$ cat config.mk
export PLATFORM = sky130hd
export DESIGN_NAME = poa_ctrl
export DESIGN_NICKNAME = d
export VERILOG_FILES = /design/src/sv/poa_pkg.sv /design/src/sv/poa_ctrl.sv
export SDC_FILE = /design/constraint.sdc
export NUM_CORES = 1
export LEC_CHECK = 0
export BUFFER_PORTS_ARGS = -buffer_cell sky130_fd_sc_hd__buf_2
export CAP_MARGIN = 20
export CORE_AREA = 2 2 39 41
export DETAILED_ROUTE_END_ITERATION = 16
export DIE_AREA = 0 0 41 43
export SYNTH_ARGS = -nofsm -noshare
export SYNTH_HDL_FRONTEND = slang
export SYNTH_SLANG_ARGS = --single-unit
$ cat constraint.sdc
create_clock -name clk -period 3.2 [get_ports clk]
set_input_delay 0.16 -clock clk [delete_from_list [all_inputs] [get_ports clk]]
set_output_delay 0.16 -clock clk [all_outputs]
set_load 0.05 [all_outputs]
$ cat src/sv/poa_pkg.sv
// ----------------------------------------------------------------------------
// poa_pkg: shared types and constants for the patch overlap averager
// Sample and sum widths, operation codes, register indexes and the
// command/status bundles between the controller and the datapath.
// ----------------------------------------------------------------------------
package poa_pkg;

  localparam int SAMPLE_W = 16;
  localparam int SUM_W    = 24;
  localparam int STEP_W   = $clog2(SUM_W);
  localparam int CFG_W    = 9;
  localparam int PATCH_W  = 5;
  localparam int IDX_W    = 2;

  localparam logic OP_LOAD = 1'b0;
  localparam logic OP_READ = 1'b1;

  localparam logic [IDX_W-1:0] REG_IMAGE_WIDTH  = 2'd0;
  localparam logic [IDX_W-1:0] REG_IMAGE_HEIGHT = 2'd1;
  localparam logic [IDX_W-1:0] REG_PATCH_ROWS   = 2'd2;
  localparam logic [IDX_W-1:0] REG_PATCH_COLS   = 2'd3;

  // Controller to datapath
  typedef struct packed {
    logic clr_wr;   // write zero at the clearing address, advance it
    logic ld_take;  // load transaction accepted
    logic rd_take;  // read transaction accepted
    logic mem_rd;   // read the store at the current address
    logic wr_sum;   // write back the updated sum
    logic wr_zero;  // clear the pixel just read
    logic div_go;   // start the divider
    logic emit;     // present the result
  } poa_cmd_t;

  // Datapath to controller
  typedef struct packed {
    logic clr_last;
    logic load_ok;
    logic div_done;
  } poa_sts_t;

endpackage

$ cat src/sv/poa_ctrl.sv
// ----------------------------------------------------------------------------
// poa_ctrl: sequencing state machine
// Clears the store after reset, then runs load and read transactions.
// ----------------------------------------------------------------------------
module poa_ctrl
  import poa_pkg::*;
(
  input  logic     clk,
  input  logic     rst,
  input  logic     start,
  input  logic     op,
  input  poa_sts_t sts,
  output poa_cmd_t cmd,
  output logic     busy
);

  typedef enum logic [2:0] {
    S_CLEAR, S_IDLE, S_LD_RD, S_LD_WR, S_RD_RD, S_RD_CLR, S_DIV, S_OUT
  } state_t;

  state_t state, state_next;

  always_ff @(posedge clk) begin
    if (rst) begin
      state <= S_CLEAR;
    end else begin
      state <= state_next;
    end
  end

  always_comb begin
    state_next = state;
    case (state)
      S_CLEAR: begin
        if (sts.clr_last) state_next = S_IDLE;
      end
      S_IDLE: begin
        if (start) begin
          if (op == OP_READ) state_next = S_RD_RD;
          else if (sts.load_ok) state_next = S_LD_RD;
        end
      end
      S_LD_RD:  state_next = S_LD_WR;
      S_LD_WR:  state_next = S_IDLE;
      S_RD_RD:  state_next = S_RD_CLR;
      S_RD_CLR: state_next = S_DIV;
      S_DIV: begin
        if (sts.div_done) state_next = S_OUT;
      end
      S_OUT:    state_next = S_IDLE;
      default:  state_next = S_IDLE;
    endcase
  end

  always_comb begin
    cmd         = '0;
    cmd.clr_wr  = (state == S_CLEAR);
    cmd.ld_take = (state == S_IDLE) && start && (op == OP_LOAD) && sts.load_ok;
    cmd.rd_take = (state == S_IDLE) && start && (op == OP_READ);
    cmd.mem_rd  = (state == S_LD_RD) || (state == S_RD_RD);
    cmd.wr_sum  = (state == S_LD_WR);
    cmd.wr_zero = (state == S_RD_CLR);
    cmd.div_go  = (state == S_RD_CLR);
    cmd.emit    = (state == S_OUT);
  end

  assign busy = (state != S_IDLE);

  a_emit_single: assert property (@(posedge clk) disable iff (rst)
    cmd.emit |=> !cmd.emit)
    else $error("result strobe held for more than one cycle");

  a_port_exclusive: assert property (@(posedge clk) disable iff (rst)
    $onehot0({cmd.mem_rd, cmd.wr_sum, cmd.wr_zero, cmd.clr_wr}))
    else $error("store port driven by two commands");

  a_div_to_out: assert property (@(posedge clk) disable iff (rst)
    (state == S_DIV && sts.div_done) |=> cmd.emit)
    else $error("quotient ready but no result emitted");

  a_take_needs_idle: assert property (@(posedge clk) disable iff (rst)
    (cmd.ld_take || cmd.rd_take) |=> busy)
    else $error("accepted transaction did not raise busy");

endmodule

**After elaboration in Yosys (flattened, before gate mapping)**

Index checks and enable logic that the tools add are counted.

- Input port bits: 7
- Register bits: 3
- Word-level logic and storage cells: 28
- Output and inout bits: 9

- Bitwise gates (word level): 1
- Reductions and logical operators: 8
- Eq/ne operators: 12
- Multiplexer cells: 6

Operators by type and width:

| kind | number |
|---|---|
| one-hot mux 3 bit (7 select lines) | 1 |
| 2-to-1 mux 3 bit | 5 |
| equality test 3 bit (second input constant) | 4 |
| equality test 3 x 2 -> 1 bit (second input constant) | 2 |
| inequality test 2 bit (second input constant) | 3 |
| logical AND 1 bit | 4 |
| AND reduction 4 bit | 1 |
| equality test 3 x 1 -> 1 bit (second input constant) | 1 |
| logical NOT 3 bit | 1 |
| inequality test 3 x 1 -> 1 bit (second input constant) | 1 |
| inequality test 3 bit (second input constant) | 1 |
| OR reduction 2 bit | 1 |
| logical OR 1 bit | 1 |
| inverter 1 bit | 1 |

**Longest topological paths before layout**

Gate-level depths: netlist of the first run.

- Depth after elaboration: 4
- Depth in mapped cells: 4
- Mapped depth without buffers: 3

**Worst setup path after synthesis of the first run**

No wires, ideal clock.

- Path type: flip-flop to output port
- Start point: register state[0]
- End point: output port cmd[7] in the netlist's numbering
- Path slack: 1.523 ns
- Cell stages (with the launch flop): 3
- Arrival time: 1.517 ns
- Cell sequence: dfxtp_1 > buf_6 > nor3_1

RTL lines:

| what | RTL line | RTL |
|---|---|---|
| from (decl) | poa_ctrl.sv:21 | `state_t state, state_next;` |
| from (signal assigned) | poa_ctrl.sv:27 | `state <= state_next;` |
| to (decl) | poa_ctrl.sv:13 | `output poa_cmd_t cmd,` |

==> results of run 1 <==
==> logic make-up after synthesis <==
kind of cell,share of synthesized area [%]
xor gates and xnor gates,3.30
DFF,22.6
AOI/OAI and AO/OA,12.7
buffers and inverters,14.6
and+or+nand+nor,46.7
==> synthesized netlist by cell type, drive strengths merged <==
cell / instances / area share (%)
nor4: 1 / 2.4
and2b: 1 / 3.3
and3: 3 / 7.5
a21oi: 3 / 5.7
a2111oi: 1 / 3.3
nor3: 1 / 1.9
or4: 1 / 2.8
dfxtp: 3 / 23
nand2b: 1 / 2.4
nand2: 2 / 2.8
and4bb: 1 / 4.7
and4b: 1 / 3.8
o21ai: 2 / 3.8
nor2: 3 / 4.2
nor3b: 1 / 2.8
inv: 1 / 1.4
xnor2: 1 / 3.3
nor2b: 1 / 5.2
and2: 1 / 2.8
buf: 4 / 13
==> worst reg2reg max path, delay by kind of cell (launching register included) <==
| family | cells | cell delay (ps) |
|---|---|---|
| and+or+nand+nor | 3 | 750 |
| DFF | 1 | 490 |
==> power by group <==
part | internal (mW) | switching (mW)
clock | 0.0470 | 0.0233
combinational | 0.0356 | 0.0763
sequential | 0.0439 | 0.0160
==> layout make-up <==
cell class,instances,area [sq um],share of cell area (%)
Clock buffer,4,26.3,7.47
Inverter,1,3.75,1.07
Multi-Input combinational cell,25,166,47.3
Sequential cell,3,60.1,17.1
Tap cell,16,20.0,5.69
Timing Repair Buffer,15,75.1,21.4
==> path summary, 6_finish.rpt <==
| check | startpoint | to | slack, ps | cells past startpoint |
|---|---|---|---|---|
| max | state[0] | cmd[6] | 1370 | 3 |
| min reg2reg | state[0] | state[2] | 750 | 2 |
| max reg2reg | state[0] | state[2] | 1860 | 3 |
| min | rst | state[1] | 140 | 2 |
==> metrics by stage <==
stage | hold WS [ps] | total power, mW | worst slack (ps) | instances
floorplan | 243 | 0.158 | 1520 | 33
global placement | 390 | 0.171 | 1670 | 60
detailed placement | 388 | 0.172 | 1630 | 60
CTS | 136 | 0.244 | 1370 | 64
global route | 159 | 0.261 | 1240 | 64
finish | 143 | 0.242 | 1370 | 64
==> metal layers <==
layer  vias to the layer above  track usage [%]  part of all wire, %
li1                        146                -                    -
met2                         6             12.2                   51
met4                         0             10.0                  2.5
met3                         2             5.24                  4.9
met1                       121             11.2                   41
met5                         -                0                    0
==> results by group, run 1 <==
Floorplanning
  • Total die area: 0.00176 sq mm
  • Boundary Pins: 16
  • Die Span X: 41 microns
  • Rows: 14
  • CORE AREA: 0.00138 sq mm
  • Die Y: 43 microns
  • Initial Util: 19.2%

Clocking
  • Max H-tree Level: 1
  • Clock Tree Buf Depth: 2
  • Post-CTS sizing: 0
  • Cts hold-fix bufs: 0
  • Clock buffers created by TritonCTS: 3
  • CTS root buf: clkbuf_4
  • Worst skew pair latency: 240 ps
  • Clk pin slew, worst setup/hold paths: 40 ps
  • Clock sink count: 3
  • CTS tree: built
  • Post-CTS Setup Inserts: 0

Place
  • Dpl hpwl: 468 microns
  • Post-DP Area: 325 sq um
  • Gpl congestion: 0.810
  • I/O Buffers: 15

Drt
  • Avg WL per Cell: 9.92 microns
  • DR pass1 iterations: 1
  • Final WL: 635 microns
  • Vias/cell: 4.30
  • Remaining DRCs: 0
  • Final ANT Viol Nets: 0
  • Routed vias: 275
  • DR iter-0 viols: 0

Synth
  • Netlist area before placement: 265 sq um
  • Yosys synthesis warning count: 0
  • Sequential area share after synthesis: 22.6%
  • Synth Instances: 33
  • Count of cell types in the netlist: 24
  • Syn_area_per_cell: 8.04 sq um
  • Syn_nets: 40
  • Yosys reg bits: 3

Setup path
  • CP max stage cell: dfxtp_1
  • Crit path DAT: 1670 ps
  • Worst Setup End Kind: output port
  • Buf+Inv Stages, Crit Path: 1
  • Critical path class: flop to output port
  • Crit-path cells: nor3b_1 > and4b_1 > buf_2
  • Worst path required time: 3040 ps
  • Crit path max fanout: 11
  • Slowest Stage Delay on Critical Path: 490 ps
  • Top delay family on crit path: simple AND/OR/NAND/NOR gates
  • CP startpoint kind: flop

Timing
  • Crit share post-route: 57.3%
  • Setup_tns: 0 ps
  • Slew @ Worst Pin: 447 ps
  • Final setup violation count: 0
  • Post-route minimum period: 1830 ps
  • Final Hold Violating Endpoints: 0
  • Slew margin rel.: 70.1%
  • Slew Limit Fails: 0
  • RSZ-0062 raised after global routing: false
  • Setup Skew: 0.662 ps
  • Fmax achieved: 546 MHz

Pwr
  • Leak: 0.186 nW
  • Pwr/cell area: 688 mW/mm^2
  • VDD IR max: 0.170 mV

Flow run
  • Max_cap viols: 0

Finish
  • # diodes: 0
  • Largest register FFs: 3
  • Most common cell after layout, fill and taps aside: buf_2
  • Layout cells sized above 1: 45.8%
  • Synthesis-to-finish area growth: 32.5%
  • Leading cell types in the layout, fill and taps excluded: buf_2, nor2_1, a21oi_1, clkbuf_4, dfxtp_1
  • Final nets: 56
  • Largest regs: state x3
  • Filler Cell Count: 158
  • Finished Core Util: 25.4%
  • Largest Register: state
  • Fin area: 352 sq um

Status
  • Status: finished, final reports clean

GRT
  • Gr usage total: 9.93%
  • Vias in the first global route: 264
  • Largest net degree at the start of global routing: 12
  • Global-route wire length before repair: 1.09 mm
  • Initial antenna violation count: 0
  • Global route overflow: 0

Min path
  • HP Class: primary input to flop
Note: power is estimated with default switching activity, not from simulation.
==> run 2: changes to the inputs <==
clock period = 1.8 ns   (was 3.2 ns; I/O delays follow)
==> run 2 against run 1 <==
Against the previous run:
- cell area increased by 1.4%
- largest power group unchanged
- register-to-register slack got worse by 1400 ps
- worst hold slack got worse by 69 ps
- clock skew hardly changed
- via count is 3.3% higher
- critical path depth did not move
- core utilization increased by 0.36 points
==> results by group, run 2 (synthesis gave the netlist of run 1 again) <==
Timing
  • Final Hold Violating Endpoints: 0
  • RSZ-0062 raised after global routing: false
  • Final WS setup: 188 ps
  • Slew @ Worst Pin: 442 ps
  • Slew margin rel.: 70.2%
  • Setup Skew: 0.730 ps
  • Final setup violation count: 0
  • Fmax achieved: 620 MHz
  • Slew Limit Fails: 0
  • Setup_tns: 0 ps
  • Crit share post-route: 89.6%
  • Post-route minimum period: 1610 ps

GRT
  • Global-route wire length before repair: 1.09 mm
  • Initial antenna violation count: 0
  • Largest net degree at the start of global routing: 12
  • Global route overflow: 0
  • Vias in the first global route: 264
  • Gr usage total: 9.93%

Finish
  • Largest regs: state x3
  • Fin area: 357 sq um
  • Layout cells sized above 1: 47.9%
  • Synthesis-to-finish area growth: 34.4%
  • Largest Register: state
  • Largest register FFs: 3
  • Leading cell types in the layout, fill and taps excluded: buf_2, nor2_1, a21oi_1, clkbuf_4, dfxtp_1
  • Final nets: 56
  • # diodes: 0
  • Most common cell after layout, fill and taps aside: buf_2
  • Filler Cell Count: 158
  • Non-Filler Instances: 64

Clocking
  • Clock sink count: 3
  • Clock buffers created by TritonCTS: 3
  • Post-CTS Setup Inserts: 0
  • Worst skew pair latency: 240 ps
  • CTS root buf: clkbuf_4
  • Clk pin slew, worst setup/hold paths: 40 ps
  • CTS tree: built
  • Max H-tree Level: 1
  • Clock Tree Buf Depth: 2

Min path
  • HP Class: primary input to flop

Setup path
  • Crit path DAT: 1520 ps
  • CP startpoint kind: flop
  • Reg2reg setup slack: 480 ps
  • Worst path required time: 1710 ps
  • Worst Setup End Kind: output port
  • Crit path max fanout: 11
  • Critical path class: flop to output port

Place
  • Placement Setup Slack: 302 ps
  • Post-DP Area: 325 sq um
  • Dpl hpwl: 468 microns
  • Gpl congestion: 0.810
  • Dpl cells: 60
  • I/O Buffers: 15

Floorplanning
  • CORE AREA: 0.00138 sq mm
  • Boundary Pins: 16
  • Die Y: 43 microns
  • Rows: 14
  • Total die area: 0.00176 sq mm
  • Initial Util: 19.2%
  • Die Span X: 41 microns

Pwr
  • VDD IR max: 0.302 mV
  • Power Total: 433 uW
  • Pwr/cell area: 1210 mW/mm^2
  • Leak: 0.190 nW

Drt
  • DR iter-0 viols: 1
  • Avg WL per Cell: 9.94 microns
  • Routed vias: 284
  • Vias/cell: 4.44
  • Final WL: 636 microns
  • DR pass1 iterations: 4
  • Remaining DRCs: 0
  • Final ANT Viol Nets: 0

Flow run
  • Max_cap viols: 0

Status
  • Status: finished, final reports clean
-- run 2: changes by cell type in the layout (fill, tap and decap cells not counted) --
cell     change
nor3b_1      -1
nor3b_2      +1
-- run 2: where the power goes --
| group | switching (mW) | internal, mW |
|---|---|---|
| logic | 0.137 | 0.0652 |
| registers | 0.0282 | 0.0780 |
| clock network | 0.0413 | 0.0835 |
| total | 0.206 | 0.227 |
-- run 2: layout make-up --
cell class              instances  area (sq um)  share of cell area [%]
repair buffers                 15          75.1                    21.1
well taps                      16          20.0                    5.61
clock buffers                   4          26.3                    7.37
inverters                       1          3.75                    1.05
multi-input cells              25           171                    48.1
flip-flops and latches          3          60.1                    16.8
-- run 2: per-layer routing --
layer	share of wire (%)	routed length [microns]	GRT usage [%]	vias up
li1	-	-	-	146
met1	40	252	11.2	130
met2	53	336	12.2	6
met3	4.9	31	5.24	2
met4	2.4	15	10.0	0
met5	0	0	0	-
-- run 2: path summary, 6_finish.rpt --
path                 start        to  depth (start not counted)
setup / recovery  state[0]    cmd[6]                          3
hold / removal         rst  state[1]                          2
setup reg to reg  state[1]  state[0]                          3
hold reg to reg   state[0]  state[2]                          2
-- run 2: critical path, cell delays in order (launching register included) --
cell and delay (ps):
dfxtp_1 480, nor3b_2 330, and4b_1 220, buf_2 250
-- run 2: repair_timing --
item                                    CTS  global route
endpoints found under the hold margin     0             0
gates resized for setup                   0             1
hold buffers                              0             0
endpoints found under the setup margin    0             2
-- run 2: per-stage QoR --
stage | utilization, % | hold slack, ps
after global placement | 23.5 | 320
after floorplan | - | 173
after CTS | 25.4 | 65.6
after global routing | 25.8 | 93.1
final | 25.8 | 74.4
after detailed placement | 23.5 | 318
==> run 3: changes to the inputs <==
==> constraint.sdc (replaced) <==
create_clock -name clk -period 1.8 [get_ports clk]
set_input_delay 0.36 -clock clk [delete_from_list [all_inputs] [get_ports clk]]
set_output_delay 0.36 -clock clk [all_outputs]
set_load 0.05 [all_outputs]
==> run 3 against run 2 <==
Against the previous run:
- clock power fell by 6%
- core utilization rose by 2.0 points
- clock skew rose by 2.3 ps
- non-clock buffer count rose by 3
- critical path type unchanged
- highest routed layer is now met3
- clock-buffer cell count did not move
- sequential share of layout area fell by 1.2 points
==> results by group, run 3 (synthesis gave the netlist of run 1 again) <==
Clocking
  • Worst skew pair latency: 230 ps
  • Cts hold-fix bufs: 0
  • CTS tree: built
  • Post-CTS Setup Inserts: 0
  • Max H-tree Level: 1
  • Clock Tree Buf Depth: 2
  • Clk pin slew, worst setup/hold paths: 40 ps
  • Post-CTS sizing: 1
  • Clock buffers created by TritonCTS: 3
  • CTS root buf: clkbuf_4
  • Clock sink count: 3

Timing
  • Crit share post-route: 91.9%
  • Setup Skew: 3.07 ps
  • Slew Limit Fails: 0
  • Slew @ Worst Pin: 457 ps
  • Slew margin rel.: 69.3%
  • Final setup violation count: 0
  • RSZ-0062 raised after global routing: false
  • Final WS setup: 145 ps
  • Setup_tns: 0 ps
  • Fmax achieved: 604 MHz
  • Post-route minimum period: 1650 ps
  • Final Hold Violating Endpoints: 0
  • Worst hold slack: 345 ps

Finish
  • Synthesis-to-finish area growth: 44.8%
  • Most common cell after layout, fill and taps aside: buf_2
  • Final nets: 59
  • # diodes: 0
  • Largest register FFs: 3
  • Fin area: 384 sq um
  • Largest Register: state
  • Layout cells sized above 1: 52.9%
  • Filler Cell Count: 155
  • Largest regs: state x3

Pwr
  • Clock power frac: 26.5%
  • Psw: 202 uW
  • Flop pwr share: 18.7%
  • Power Total: 445 uW
  • Combinational Power Share: 54.8%
  • VDD IR max: 0.206 mV
  • Pwr/cell area: 1160 mW/mm^2
  • Sw Ratio: 45.5%
  • Leak: 0.207 nW
  • Int Power: 243 uW

Drt
  • DR pass1 iterations: 4
  • Routed vias: 288
  • Avg WL per Cell: 9.61 microns
  • Final WL: 644 microns
  • Final ANT Viol Nets: 0
  • Remaining DRCs: 0
  • Vias/cell: 4.30
  • DR iter-0 viols: 3

Floorplanning
  • Die Span X: 41 microns
  • Total die area: 0.00176 sq mm
  • Rows: 14
  • CORE AREA: 0.00138 sq mm
  • Die Y: 43 microns
  • Initial Util: 19.2%
  • Boundary Pins: 16

Setup path
  • Critical path class: flop to output port
  • Crit-path cells: nor3b_2 > and4b_1 > buf_2
  • Buf+Inv Stages, Crit Path: 1
  • Crit path max fanout: 5
  • Reg2reg path depth: 4
  • R2r endpoint: state[0]
  • R2r startpoint: state[1]
  • CP startpoint kind: flop
  • Worst path required time: 1440 ps
  • Crit path DAT: 1290 ps
  • CP max stage cell: dfxtp_1
  • Top delay family on crit path: simple AND/OR/NAND/NOR gates
  • Worst Setup End Kind: output port
  • Reg2reg setup slack: 520 ps
  • Slowest Stage Delay on Critical Path: 310 ps

Place
  • Dpl hpwl: 495 microns
  • Gpl congestion: 0.791
  • Placement Setup Slack: 237 ps
  • I/O Buffers: 15
  • Post-DP Area: 353 sq um

GRT
  • Global route overflow: 0
  • Initial antenna violation count: 0
  • Vias in the first global route: 276
  • Largest net degree at the start of global routing: 11
  • Gr usage total: 9.94%
  • Global-route wire length before repair: 1.07 mm

Flow run
  • Max_cap viols: 0

Min path
  • Hold Path Origin: rst
  • Hold path depth: 2
  • Hold EP: state[1]
  • HP Class: primary input to flop

Status
  • Status: finished, final reports clean
## run 3: cell types whose count changed in the layout (fill, tap and decap cells not counted)
cell	previous run	this run
nor3_1	1	0
buf_4	0	3
nor3_2	0	1
## run 3: worst max path at each step
stage / start / end / slack (ps) / cells after the start
finish: state[1] / cmd[6] / 150 / 3
global route: state[1] / cmd[6] / 30 / 3
CTS: state[1] / cmd[6] / 130 / 3
detailed placement: state[0] / cmd[6] / 240 / 3
global placement: state[0] / cmd[6] / 260 / 3
floorplan: state[0] / cmd[6] / 110 / 3
## run 3: power by group through the flow
stage               registers (mW)  logic (mW)  clock network (mW)
floorplan                   0.0836       0.202                   0
global placement            0.0833       0.241                   0
detailed placement          0.0837       0.244                   0
CTS                         0.0834       0.247               0.121
global route                0.0841       0.263               0.129
finish                      0.0832       0.244               0.118
## run 3: stage by stage
step	instances	utilization, %
after floorplan	33	-
after global placement	63	25.5
after detailed placement	63	25.5
after CTS	67	27.8
after global routing	67	27.8
final	67	27.8
## run 3: final cells by class
cell class                 count  area [sq um]  share of cell area, %
multi-input combinational     25           176                   45.9
timing repair buffer          18          97.6                   25.4
sequential                     3          60.1                   15.6
clock buffer                   4          26.3                   6.84
tap                           16          20.0                   5.21
inverter                       1          3.75                  0.977
## run 3: worst register-to-register path: cells and delay by family (launching register included)
family | cells | cell delay [ps]
flops | 1 | 310
buf+inv | 1 | 170
compound gates | 1 | 60
simple gates | 2 | 630
## run 3: routing by layer
metal	GRT usage (%)	routed length [microns]	up-vias
met5	0	0	-
met3	4.71	23	0
li1	-	-	151
met1	10.6	245	132
met2	12.2	375	5
met4	12.0	0	0
